<file path="config.mk">
export PLATFORM = sky130hd
export DESIGN_NAME = serial_drive_command_parser_unit
export DESIGN_NICKNAME = d
export VERILOG_FILES = /design/src/rtl/scdp_pkg.sv /design/src/rtl/scdp_ctrl.sv /design/src/rtl/scdp_dp.sv /design/src/rtl/serial_drive_command_parser_unit.sv
export SDC_FILE = /design/constraint.sdc
export NUM_CORES = 2
export LEC_CHECK = 0
export ABC_AREA = 1
export BUFFER_PORTS_ARGS = -buffer_cell sky130_fd_sc_hd__buf_2
export CORE_MARGIN = 1
export CORE_UTILIZATION = 46
export DETAILED_ROUTE_END_ITERATION = 8
export PLACE_DENSITY_LB_ADDON = 0.05
export SYNTH_ARGS = -nofsm -noshare
export SYNTH_HDL_FRONTEND = slang
export SYNTH_SLANG_ARGS = --single-unit
</file>
<file path="constraint.sdc">
create_clock -name clk -period 6.45 [get_ports clk]
set_input_delay 0.3225 -clock clk [delete_from_list [all_inputs] [get_ports clk]]
set_output_delay 0.3225 -clock clk [all_outputs]
set_load 0.05 [all_outputs]
</file>
<file path="src/rtl/scdp_pkg.sv">
// ----------------------------------------------------------------------------
// scdp_pkg
// Shared types and constants of the serial drive command parser: character
// codes, command codes, reset values, controller states and the command and
// status bundles between controller and datapath.
// ----------------------------------------------------------------------------
package scdp_pkg;

  localparam int LINE_DEPTH_DEF = 256;

  // received characters
  localparam logic [7:0] ASC_CR    = 8'h0D;
  localparam logic [7:0] ASC_SPACE = 8'h20;
  localparam logic [7:0] ASC_0     = 8'h30;
  localparam logic [7:0] ASC_9     = 8'h39;
  localparam logic [7:0] ASC_A     = 8'h61;
  localparam logic [7:0] ASC_B     = 8'h62;
  localparam logic [7:0] ASC_Z     = 8'h7A;

  // line store entry for a space; digits are stored as 0..9
  localparam logic [3:0] SPACE_CODE = 4'd10;

  // pending command codes: letter - 'a' + 1, zero for none
  localparam logic [4:0] CMD_NONE = 5'd0;
  localparam logic [4:0] CMD_A    = 5'd1;
  localparam logic [4:0] CMD_D    = 5'd4;
  localparam logic [4:0] CMD_Q    = 5'd17;
  localparam logic [4:0] CMD_R    = 5'd18;
  localparam logic [4:0] CMD_S    = 5'd19;
  localparam logic [4:0] CMD_T    = 5'd20;
  localparam logic [4:0] CMD_W    = 5'd23;
  localparam logic [4:0] CMD_Z    = 5'd26;

  localparam logic signed [1:0] DIR_NEG  = -2'sd1;
  localparam logic signed [1:0] DIR_ZERO = 2'sd0;
  localparam logic signed [1:0] DIR_POS  = 2'sd1;

  localparam logic [6:0]  RESET_SPEED_LIMIT = 7'd100;
  localparam logic [15:0] RESET_TURN_RATE   = 16'd9000;
  localparam logic [15:0] RESET_ACCEL       = 16'd4900;

  typedef enum logic [2:0] {
    ST_IDLE,
    ST_DECODE,
    ST_PRIME,
    ST_SCAN,
    ST_EXEC,
    ST_PUBLISH
  } scdp_state_t;

  typedef struct packed {
    logic capture;
    logic decode;
    logic prime;
    logic step;
    logic exec;
    logic publish;
  } scdp_cmd_t;

  typedef struct packed {
    logic is_cr;
    logic line_empty;
    logic scan_last;
    logic out_busy;
  } scdp_stat_t;

endpackage

</file>
<file path="src/rtl/scdp_ctrl.sv">
// ----------------------------------------------------------------------------
// scdp_ctrl
// Sequencer of the parser: takes a request, decodes it and, on carriage
// return, walks the line store unless it is empty and applies the command;
// then hands the result to the output register.
// ----------------------------------------------------------------------------
module scdp_ctrl
  import scdp_pkg::*;
(
  input  logic       clk,
  input  logic       rst_n,
  input  logic       in_valid,
  input  scdp_stat_t stat,
  output scdp_cmd_t  cmd,
  output logic       idle
);

  scdp_state_t state_r;
  scdp_state_t state_nxt;

  always_ff @(posedge clk) begin
    if (!rst_n) begin
      state_r <= ST_IDLE;
    end else begin
      state_r <= state_nxt;
    end
  end

  always_comb begin
    state_nxt = state_r;
    cmd       = '0;
    idle      = 1'b0;
    case (state_r)
      ST_IDLE: begin
        idle = 1'b1;
        if (in_valid) begin
          cmd.capture = 1'b1;
          state_nxt   = ST_DECODE;
        end
      end
      ST_DECODE: begin
        cmd.decode = 1'b1;
        if (!stat.is_cr) begin
          state_nxt = ST_PUBLISH;
        end else if (stat.line_empty) begin
          state_nxt = ST_EXEC;
        end else begin
          state_nxt = ST_PRIME;
        end
      end
      ST_PRIME: begin
        cmd.prime = 1'b1;
        state_nxt = ST_SCAN;
      end
      ST_SCAN: begin
        cmd.step = 1'b1;
        if (stat.scan_last) begin
          state_nxt = ST_EXEC;
        end
      end
      ST_EXEC: begin
        cmd.exec  = 1'b1;
        state_nxt = ST_PUBLISH;
      end
      ST_PUBLISH: begin
        // hold until the previous result has been taken
        if (!stat.out_busy) begin
          cmd.publish = 1'b1;
          state_nxt   = ST_IDLE;
        end
      end
      default: begin
        state_nxt = ST_IDLE;
      end
    endcase
  end

endmodule

</file>
<file path="src/rtl/scdp_dp.sv">
// ----------------------------------------------------------------------------
// scdp_dp
// Datapath of the parser: line store memory, fill count, pending command,
// decimal accumulator, drive registers, speed limit and output register.
// ----------------------------------------------------------------------------
module scdp_dp
  import scdp_pkg::*;
#(
  parameter int LINE_DEPTH = LINE_DEPTH_DEF
)
(
  input  logic              clk,
  input  logic              rst_n,
  input  scdp_cmd_t         cmd,
  output scdp_stat_t        stat,
  input  logic [7:0]        in_rx_byte,
  input  logic              cfg_wr_en,
  input  logic [6:0]        cfg_wr_data,
  output logic              out_valid,
  input  logic              out_stall,
  output logic [6:0]        out_drive_speed,
  output logic signed [1:0] out_drive_direction,
  output logic signed [1:0] out_turn_direction,
  output logic [15:0]       out_turn_rate,
  output logic [15:0]       out_accel_rate,
  output logic              out_line_done
);

  localparam int IDXW = $clog2(LINE_DEPTH);
  localparam int CNTW = $clog2(LINE_DEPTH + 1);

  logic [3:0] line_mem [LINE_DEPTH];
  logic [3:0] rd_data_r;
  logic [IDXW-1:0] rd_addr;
  logic            wr_en;
  logic [3:0]      wr_data;

  logic [7:0]      rx_r;
  logic [CNTW-1:0] fill_r, fill_nxt;
  logic [4:0]      pcmd_r, pcmd_nxt;
  logic [CNTW-1:0] ptr_r, ptr_nxt;
  logic [CNTW-1:0] ptr_inc;
  logic [15:0]     acc_r, acc_nxt;
  logic [15:0]     acc_new;
  logic [15:0]     last_r, last_nxt;
  logic [6:0]      limit_r;
  logic [6:0]      speed_r, speed_nxt;
  logic signed [1:0] dir_r, dir_nxt;
  logic signed [1:0] turn_r, turn_nxt;
  logic [15:0]     rate_r, rate_nxt;
  logic [15:0]     accel_r, accel_nxt;
  logic            done_r;
  logic            out_valid_r;
  logic            is_space;

  logic [6:0]        o_speed_r;
  logic signed [1:0] o_dir_r;
  logic signed [1:0] o_turn_r;
  logic [15:0]       o_rate_r;
  logic [15:0]       o_accel_r;
  logic              o_done_r;

  // line store
  always_ff @(posedge clk) begin
    if (wr_en) begin
      line_mem[fill_r[IDXW-1:0]] <= wr_data;
    end
    rd_data_r <= line_mem[rd_addr];
  end

  assign ptr_inc  = ptr_r + CNTW'(1);
  assign rd_addr  = cmd.prime ? '0 : ptr_inc[IDXW-1:0];
  assign is_space = (rd_data_r == SPACE_CODE);
  assign acc_new  = is_space ? acc_r
                             : (acc_r << 3) + (acc_r << 1) + {12'd0, rd_data_r};

  assign stat.is_cr      = (rx_r == ASC_CR);
  assign stat.line_empty = (fill_r == '0);
  assign stat.scan_last  = is_space || (ptr_inc == fill_r);
  assign stat.out_busy   = out_valid_r && out_stall;

  always_comb begin
    fill_nxt  = fill_r;
    pcmd_nxt  = pcmd_r;
    ptr_nxt   = ptr_r;
    acc_nxt   = acc_r;
    last_nxt  = last_r;
    speed_nxt = speed_r;
    dir_nxt   = dir_r;
    turn_nxt  = turn_r;
    rate_nxt  = rate_r;
    accel_nxt = accel_r;
    wr_en     = 1'b0;
    wr_data   = 4'(rx_r - ASC_0);

    if (cmd.decode) begin
      case (rx_r) inside
        [ASC_0:ASC_9], ASC_SPACE: begin
          // drop characters once the line is full
          if (fill_r < CNTW'(LINE_DEPTH)) begin
            wr_en    = 1'b1;
            wr_data  = (rx_r == ASC_SPACE) ? SPACE_CODE : 4'(rx_r - ASC_0);
            fill_nxt = fill_r + CNTW'(1);
          end
        end
        ASC_B: begin
          if (fill_r != '0) begin
            fill_nxt = fill_r - CNTW'(1);
          end
        end
        [ASC_A:ASC_Z]: begin
          pcmd_nxt = 5'(rx_r - ASC_A + 8'd1);
        end
        default: begin
        end
      endcase
    end

    if (cmd.prime) begin
      ptr_nxt = '0;
      acc_nxt = '0;
    end

    if (cmd.step) begin
      ptr_nxt = ptr_inc;
      acc_nxt = acc_new;
      if (stat.scan_last) begin
        last_nxt = acc_new;
      end
    end

    if (cmd.exec) begin
      case (pcmd_r)
        CMD_W: dir_nxt  = (dir_r == DIR_POS) ? DIR_ZERO : DIR_POS;
        CMD_S: dir_nxt  = (dir_r == DIR_NEG) ? DIR_ZERO : DIR_NEG;
        CMD_A: turn_nxt = (turn_r == DIR_NEG) ? DIR_ZERO : DIR_NEG;
        CMD_D: turn_nxt = (turn_r == DIR_POS) ? DIR_ZERO : DIR_POS;
        CMD_T: begin
          if (last_r <= {9'd0, limit_r}) begin
            speed_nxt = last_r[6:0];
          end
        end
        CMD_R: rate_nxt  = last_r;
        CMD_Q: accel_nxt = last_r;
        CMD_Z: begin
          speed_nxt = '0;
          dir_nxt   = DIR_ZERO;
          turn_nxt  = DIR_ZERO;
        end
        default: begin
        end
      endcase
      pcmd_nxt = CMD_NONE;
      fill_nxt = '0;
    end
  end

  always_ff @(posedge clk) begin
    if (!rst_n) begin
      fill_r      <= '0;
      pcmd_r      <= CMD_NONE;
      last_r      <= '0;
      limit_r     <= RESET_SPEED_LIMIT;
      speed_r     <= '0;
      dir_r       <= DIR_ZERO;
      turn_r      <= DIR_ZERO;
      rate_r      <= RESET_TURN_RATE;
      accel_r     <= RESET_ACCEL;
      out_valid_r <= 1'b0;
    end else begin
      fill_r  <= fill_nxt;
      pcmd_r  <= pcmd_nxt;
      last_r  <= last_nxt;
      speed_r <= speed_nxt;
      dir_r   <= dir_nxt;
      turn_r  <= turn_nxt;
      rate_r  <= rate_nxt;
      accel_r <= accel_nxt;
      if (cfg_wr_en) begin
        limit_r <= cfg_wr_data;
      end
      if (cmd.publish) begin
        out_valid_r <= 1'b1;
      end else if (!out_stall) begin
        out_valid_r <= 1'b0;
      end
    end
  end

  always_ff @(posedge clk) begin
    ptr_r <= ptr_nxt;
    acc_r <= acc_nxt;
    if (cmd.capture) begin
      rx_r <= in_rx_byte;
    end
    if (cmd.decode) begin
      done_r <= stat.is_cr;
    end
    if (cmd.publish) begin
      o_speed_r <= speed_r;
      o_dir_r   <= dir_r;
      o_turn_r  <= turn_r;
      o_rate_r  <= rate_r;
      o_accel_r <= accel_r;
      o_done_r  <= done_r;
    end
  end

  assign out_valid           = out_valid_r;
  assign out_drive_speed     = o_speed_r;
  assign out_drive_direction = o_dir_r;
  assign out_turn_direction  = o_turn_r;
  assign out_turn_rate       = o_rate_r;
  assign out_accel_rate      = o_accel_r;
  assign out_line_done       = o_done_r;

endmodule

</file>
<file path="src/rtl/serial_drive_command_parser_unit.sv">
// ----------------------------------------------------------------------------
// serial_drive_command_parser_unit
// Builds drive settings from text lines received one character at a time.
// ----------------------------------------------------------------------------
// Usage:
//   Input channel in_valid/in_stall/in_rx_byte carries one received character
//   per request. Every request yields exactly one result on the out_ channel:
//   the drive settings after that character, with out_line_done set when the
//   character was a carriage return and the line was executed.
//   cfg_wr_en/cfg_wr_data write the speed limit; the user must do so only
//   while the block is idle, as the block itself does not enforce it.
// Sequence:
//   A character other than carriage return is captured, decoded and published
//   before the next is accepted. A carriage return also passes prime, a scan of
//   the line store entries up to and including the first space (at most
//   LINE_DEPTH; one read port, the accumulator takes one entry per cycle) and
//   execute; on an empty line prime and scan are skipped.
// Reset (rst_n low, synchronous): empty line, no pending command, speed and
//   directions zero, turn rate 9000, acceleration 4900, speed limit 100.
// A stalled result holds in the output register; the next request is taken
//   meanwhile, and its result waits until the held one is taken.
// ----------------------------------------------------------------------------
module serial_drive_command_parser_unit
  import scdp_pkg::*;
#(
  parameter int LINE_DEPTH = LINE_DEPTH_DEF
)
(
  input  logic              clk,
  input  logic              rst_n,
  input  logic              in_valid,
  output logic              in_stall,
  input  logic [7:0]        in_rx_byte,
  input  logic              cfg_wr_en,
  input  logic [6:0]        cfg_wr_data,
  output logic              out_valid,
  input  logic              out_stall,
  output logic [6:0]        out_drive_speed,
  output logic signed [1:0] out_drive_direction,
  output logic signed [1:0] out_turn_direction,
  output logic [15:0]       out_turn_rate,
  output logic [15:0]       out_accel_rate,
  output logic              out_line_done
);

  scdp_cmd_t  cmd;
  scdp_stat_t stat;
  logic       idle;

  assign in_stall = !idle;

  scdp_ctrl u_ctrl (
    .clk      (clk),
    .rst_n    (rst_n),
    .in_valid (in_valid),
    .stat     (stat),
    .cmd      (cmd),
    .idle     (idle)
  );

  scdp_dp #(
    .LINE_DEPTH (LINE_DEPTH)
  ) u_dp (
    .clk                 (clk),
    .rst_n               (rst_n),
    .cmd                 (cmd),
    .stat                (stat),
    .in_rx_byte          (in_rx_byte),
    .cfg_wr_en           (cfg_wr_en),
    .cfg_wr_data         (cfg_wr_data),
    .out_valid           (out_valid),
    .out_stall           (out_stall),
    .out_drive_speed     (out_drive_speed),
    .out_drive_direction (out_drive_direction),
    .out_turn_direction  (out_turn_direction),
    .out_turn_rate       (out_turn_rate),
    .out_accel_rate      (out_accel_rate),
    .out_line_done       (out_line_done)
  );

endmodule

</file>
==> impl_results.html <==
<table>
<tr><th>Metric</th><th>Value</th></tr>
<tr><th colspan="2">Status</th></tr>
<tr><td>Result of the run</td><td>complete, no violations</td></tr>
<tr><th colspan="2">STA</th></tr>
<tr><td>Final setup TNS</td><td>0 ns</td></tr>
<tr><td>Unrepaired setup endpoints after global routing</td><td>false</td></tr>
<tr><td>Post-route clock skew</td><td>0.01715 ns</td></tr>
<tr><td>Fin crit period</td><td>~4.7 ns</td></tr>
<tr><td>Final setup vio count</td><td>0</td></tr>
<tr><td>Final hold violation count</td><td>0</td></tr>
<tr><td>Measured slew at the worst slew-check pin</td><td>1.226 ns</td></tr>
<tr><td>Final count of pins violating max slew</td><td>0</td></tr>
<tr><td>Slew HR</td><td>a little under a fifth</td></tr>
<tr><td>Final worst path period share</td><td>approximately 73%</td></tr>
<tr><td>Max frequency</td><td>213.5 MHz</td></tr>
<tr><th colspan="2">Critical path</th></tr>
<tr><td>Worst EP required</td><td>6.85 ns</td></tr>
<tr><td>Length in cells of the worst reg-to-reg path</td><td>12</td></tr>
<tr><td>Cells along the critical path</td><td>buf_4 &gt; nor2_1 &gt; nand3_1 &gt; nor3_1 &gt; a21oi_1 &gt; buf_4 &gt; inv_1 &gt; ha_1 &gt; nand2_1 &gt; nor2_1 &gt; nand2_1 &gt; nor2_1</td></tr>
<tr><td>Startpoint of the worst register-to-register path</td><td>u_dp.rx_r[2]</td></tr>
<tr><td>CP Launch Type</td><td>flop</td></tr>
<tr><td>Capture point of the worst reg-to-reg path</td><td>u_dp.line_mem[33][3]</td></tr>
<tr><td>Kind of end point of the critical path</td><td>flop</td></tr>
<tr><td>Register-to-register path setup slack</td><td>1.77 ns</td></tr>
<tr><td>Cell mode on critical path</td><td>nor2_1</td></tr>
<tr><td>Signal arrival time at the worst endpoint</td><td>5.08 ns</td></tr>
<tr><td>Crit path max-delay cell type</td><td>nor2_1</td></tr>
<tr><td>Type of the worst setup path</td><td>flop to flop</td></tr>
<tr><td>Slowest stage delay, CP</td><td>between 0.9 and 1 ns</td></tr>
<tr><td>Critical Path Fanout Max</td><td>63</td></tr>
<tr><th colspan="2">Synthesis</th></tr>
<tr><td>Commonest register cell after synthesis</td><td>edfxtp_1</td></tr>
<tr><td>EDFF count, synth</td><td>~1100</td></tr>
<tr><td>Number of register bits inferred by synthesis</td><td>1190</td></tr>
<tr><td>Synthesized area</td><td>around 53000 um^2</td></tr>
<tr><td>Library cells used by synthesis</td><td>43</td></tr>
<tr><td>Post-Synthesis Net Count</td><td>5124</td></tr>
<tr><td>Gate count after technology mapping</td><td>5059</td></tr>
<tr><td>Total of warnings raised by yosys</td><td>0</td></tr>
<tr><td>Avg Inst Size Synth</td><td>10.48 um^2</td></tr>
<tr><td>Register area share after synthesis</td><td>approximately 66%</td></tr>
<tr><td>Async S/R FF share, synth</td><td>0%</td></tr>
<tr><th colspan="2">Final layout</th></tr>
<tr><td>Storage cell area</td><td>about 35000 um^2</td></tr>
<tr><td>Layout overhead on the synthesized area</td><td>11.68%</td></tr>
<tr><td>Share of layout cells above drive strength 1</td><td>7.057%</td></tr>
<tr><td>Most frequent cells in the layout</td><td>1102 x edfxtp_1, 836 x nand3_1, 755 x nand2_1</td></tr>
<tr><td>Number of nets in the finished design</td><td>5103</td></tr>
<tr><td>Fillers</td><td>10370</td></tr>
<tr><td>Antenna Diode Count</td><td>0</td></tr>
<tr><td>Combined area of the multi-input logic cells</td><td>15010 um^2</td></tr>
<tr><td>Most common library cell in the layout ignoring fill and taps</td><td>edfxtp_1</td></tr>
<tr><th colspan="2">Route</th></tr>
<tr><td>Total iterations of the first detailed-routing run</td><td>6</td></tr>
<tr><td>Residual DRC</td><td>0</td></tr>
<tr><td>Detailed-route wire length per cell</td><td>about 23 um</td></tr>
<tr><td>Initial drt markers</td><td>3249</td></tr>
<tr><td>Number of nets with antenna violations after routing</td><td>0</td></tr>
<tr><td>Via count of the routed design</td><td>36480</td></tr>
<tr><td>Vias per inst</td><td>5.480</td></tr>
<tr><td>Routed WL</td><td>152800 um</td></tr>
<tr><th colspan="2">Floorplanning</th></tr>
<tr><td>Die Y-Extent</td><td>341.4 um</td></tr>
<tr><td>I/O pin total</td><td>66</td></tr>
<tr><td>Cell row count</td><td>~120</td></tr>
<tr><td>Core area</td><td>114300 um^2</td></tr>
<tr><td>Overall die area</td><td>approximately 120000 um^2</td></tr>
<tr><td>Die span in x</td><td>341.4 um</td></tr>
<tr><td>Initial core utilization</td><td>46.35%</td></tr>
<tr><th colspan="2">Power and ir drop</th></tr>
<tr><td>Overall power after layout</td><td>0.01640 W</td></tr>
<tr><td>Static Leakage</td><td>22.57 nW</td></tr>
<tr><td>Power density relative to cell area</td><td>277.1 nW/um^2</td></tr>
<tr><td>IR drop worst, VDD</td><td>0.2270 mV</td></tr>
<tr><th colspan="2">Clock network</th></tr>
<tr><td>CTS root buf</td><td>clkbuf_16</td></tr>
<tr><td>Maximum level of the CTS H-tree</td><td>4</td></tr>
<tr><td>Count of instances resized after the clock tree is built</td><td>0</td></tr>
<tr><td>Post-CTS Setup Repair Bufs</td><td>0</td></tr>
<tr><td>Clock Tree Buf Depth</td><td>3</td></tr>
<tr><td>Num Clock Sinks</td><td>between 1000 and 1500</td></tr>
<tr><td>Clock input transition at the sequential cells of the worst setup and hold paths</td><td>0.06 ns</td></tr>
<tr><td>TritonCTS buffer count</td><td>134</td></tr>
<tr><td>Clock network latency to the later pin of the worst-skew pair</td><td>0.75 ns</td></tr>
<tr><td>CTS tree</td><td>yes</td></tr>
<tr><th colspan="2">GRT</th></tr>
<tr><td>First-pass GRT wire length</td><td>226500 um</td></tr>
<tr><td>Initial antenna violation count</td><td>1</td></tr>
<tr><td>Grt ovf</td><td>0</td></tr>
<tr><td>Vias in the first global route</td><td>35380</td></tr>
<tr><td>Maximum number of pins on one net before global-route repair</td><td>176</td></tr>
<tr><td>Total global-route track usage</td><td>26.17%</td></tr>
<tr><th colspan="2">Worst hold path</th></tr>
<tr><td>Path category of the worst min-delay check</td><td>input port to flop</td></tr>
<tr><td>Min-Delay Endpoint</td><td>u_dp.rate_r[5]</td></tr>
<tr><td>Hold path start</td><td>rst_n</td></tr>
<tr><td>Number of instances on the worst hold path</td><td>3</td></tr>
<tr><th colspan="2">Job</th></tr>
<tr><td>Number of max-cap violations</td><td>0</td></tr>
<tr><th colspan="2">Placement</th></tr>
<tr><td>Global placement routability congestion</td><td>0.8353</td></tr>
<tr><td>Number of buffer cells added on primary ports</td><td>65</td></tr>
<tr><td>HPWL Detailed</td><td>84890 um</td></tr>
</table>
through the flow:
stage | instance area, um^2 | cells | hold WS (ns) | setup WS (ns) | util (%)
floorplan | 53000 | 5059 | 0.4003 | 1.178 | -
global placement | 54590 | 6386 | 0.4122 | 1.519 | 47.74
detailed placement | 54590 | 6386 | 0.4100 | 1.789 | 47.74
CTS | 59190 | 6656 | 0.05586 | 1.767 | 51.77
global route | 59190 | 6656 | 0.1068 | 1.427 | 51.77
finish | 59190 | 6656 | 0.1141 | 1.766 | 51.77
worst max path at each step:
stage                      start                    to  slack [ns]  cells after the start
detailed placement  u_dp.rx_r[2]  u_dp.line_mem[33][1]        1.79                     12
global route        u_dp.rx_r[2]  u_dp.line_mem[34][0]        1.43                     12
CTS                 u_dp.rx_r[2]  u_dp.line_mem[33][3]        1.77                     12
global placement    u_dp.rx_r[2]  u_dp.line_mem[30][2]        1.52                     12
floorplan           u_dp.rx_r[2]   u_dp.line_mem[0][2]        1.18                      1
finish              u_dp.rx_r[2]  u_dp.line_mem[33][3]        1.77                     12
logic make-up (layout without fill, tap and decap cells):
| family | count (synthesis) | in the layout | synth area share, % |
|---|---|---|---|
| XOR/XNOR | 20 | 20 | 0.3565 |
| multiplexers | 5 | 5 | 0.09444 |
| AND/OR/NAND/NOR | 2697 | 2697 | 23.61 |
| buffers and inverters | 813 | 898 | 6.129 |
| flip-flops | 1190 | 1190 | 65.76 |
| AO/OA/AOI/OAI | 289 | 289 | 2.939 |
| adder cells (fa/ha/maj) | 45 | 45 | 1.105 |
metal layers:
| layer | track usage, % | vias up | wire length (um) |
|---|---|---|---|
| met5 | 0 | - | 0 |
| met4 | 8.100 | 0 | 4183 |
| met3 | 3.583 | 247 | 8982 |
| met2 | 42.56 | 1160 | 71700 |
| met1 | 36.46 | 17840 | 67920 |
| li1 | - | 17230 | - |
cells in the mapped netlist, drive strengths merged (2+ instances only):
cell	n	share of area (%)
inv	494	3.5
o21bai	3	0.042
a21boi	2	0.028
o21ai	137	1.3
ha	42	0.99
o21a	2	0.028
fa	3	0.11
nand4	19	0.22
buf	157	1.5
edfxtp	1102	62
a21o	3	0.042
xor2	11	0.18
dfxtp	88	3.3
a31oi	3	0.035
mux2i	5	0.094
or2	14	0.17
xnor2	8	0.13
clkinv	3	0.021
o211ai	17	0.24
nor4	4	0.047
a211oi	10	0.14
nor2	725	5.2
nand3	836	7.9
nor3	16	0.17
clkbuf	159	1.1
a21oi	108	1.0
nand2	764	5.4
nand3b	317	4.5
sequential cells by signal, indices dropped and copies added, names as in the netlist, 8 cells and up:
| name | flops |
|---|---|
| u_dp.accel_r | 16 |
| u_dp.out_accel_rate | 16 |
| u_dp.line_mem | 1024 |
| u_dp.acc_r | 16 |
| u_dp.last_r | 16 |
| u_dp.fill_r | 9 |
| u_dp.ptr_r | 9 |
| u_dp.out_turn_rate | 16 |
| u_dp.rate_r | 16 |
| u_dp.rx_r | 8 |
critical path, delay by kind of cell, from the launching register on:
kind	cells	cell delay (ns)
simple gates	7	3.11
buf+inv	3	0.65
flops	1	0.36
fa+ha+maj	1	0.13
compound gates	1	0.07
cell type report:
cell class / count / share of cell area, %
inverter: 497 / 3.169
sequential: 1190 / 58.88
clock inverter: 78 / 1.304
tap: 1512 / 3.196
multi-input combinational: 3056 / 25.36
timing repair buffer: 159 / 2.093
clock buffer: 164 / 5.999
power by group:
part | internal (W) | switching, W | leakage, nW | total (W)
Combinational | 0.0000551 | 0.000307 | 9.78 | 0.000362
Clock | 0.00448 | 0.00305 | 2.12 | 0.00752
Sequential | 0.00850 | 0.0000117 | 10.7 | 0.00852
timing repair:
item / 4_1_cts / 5_1_grt
setup endpoints to repair: 0 / 0
hold buffers: 28 / 0
endpoints found under the hold margin: 17 / 0
Power figures use the tool's default switching activity.
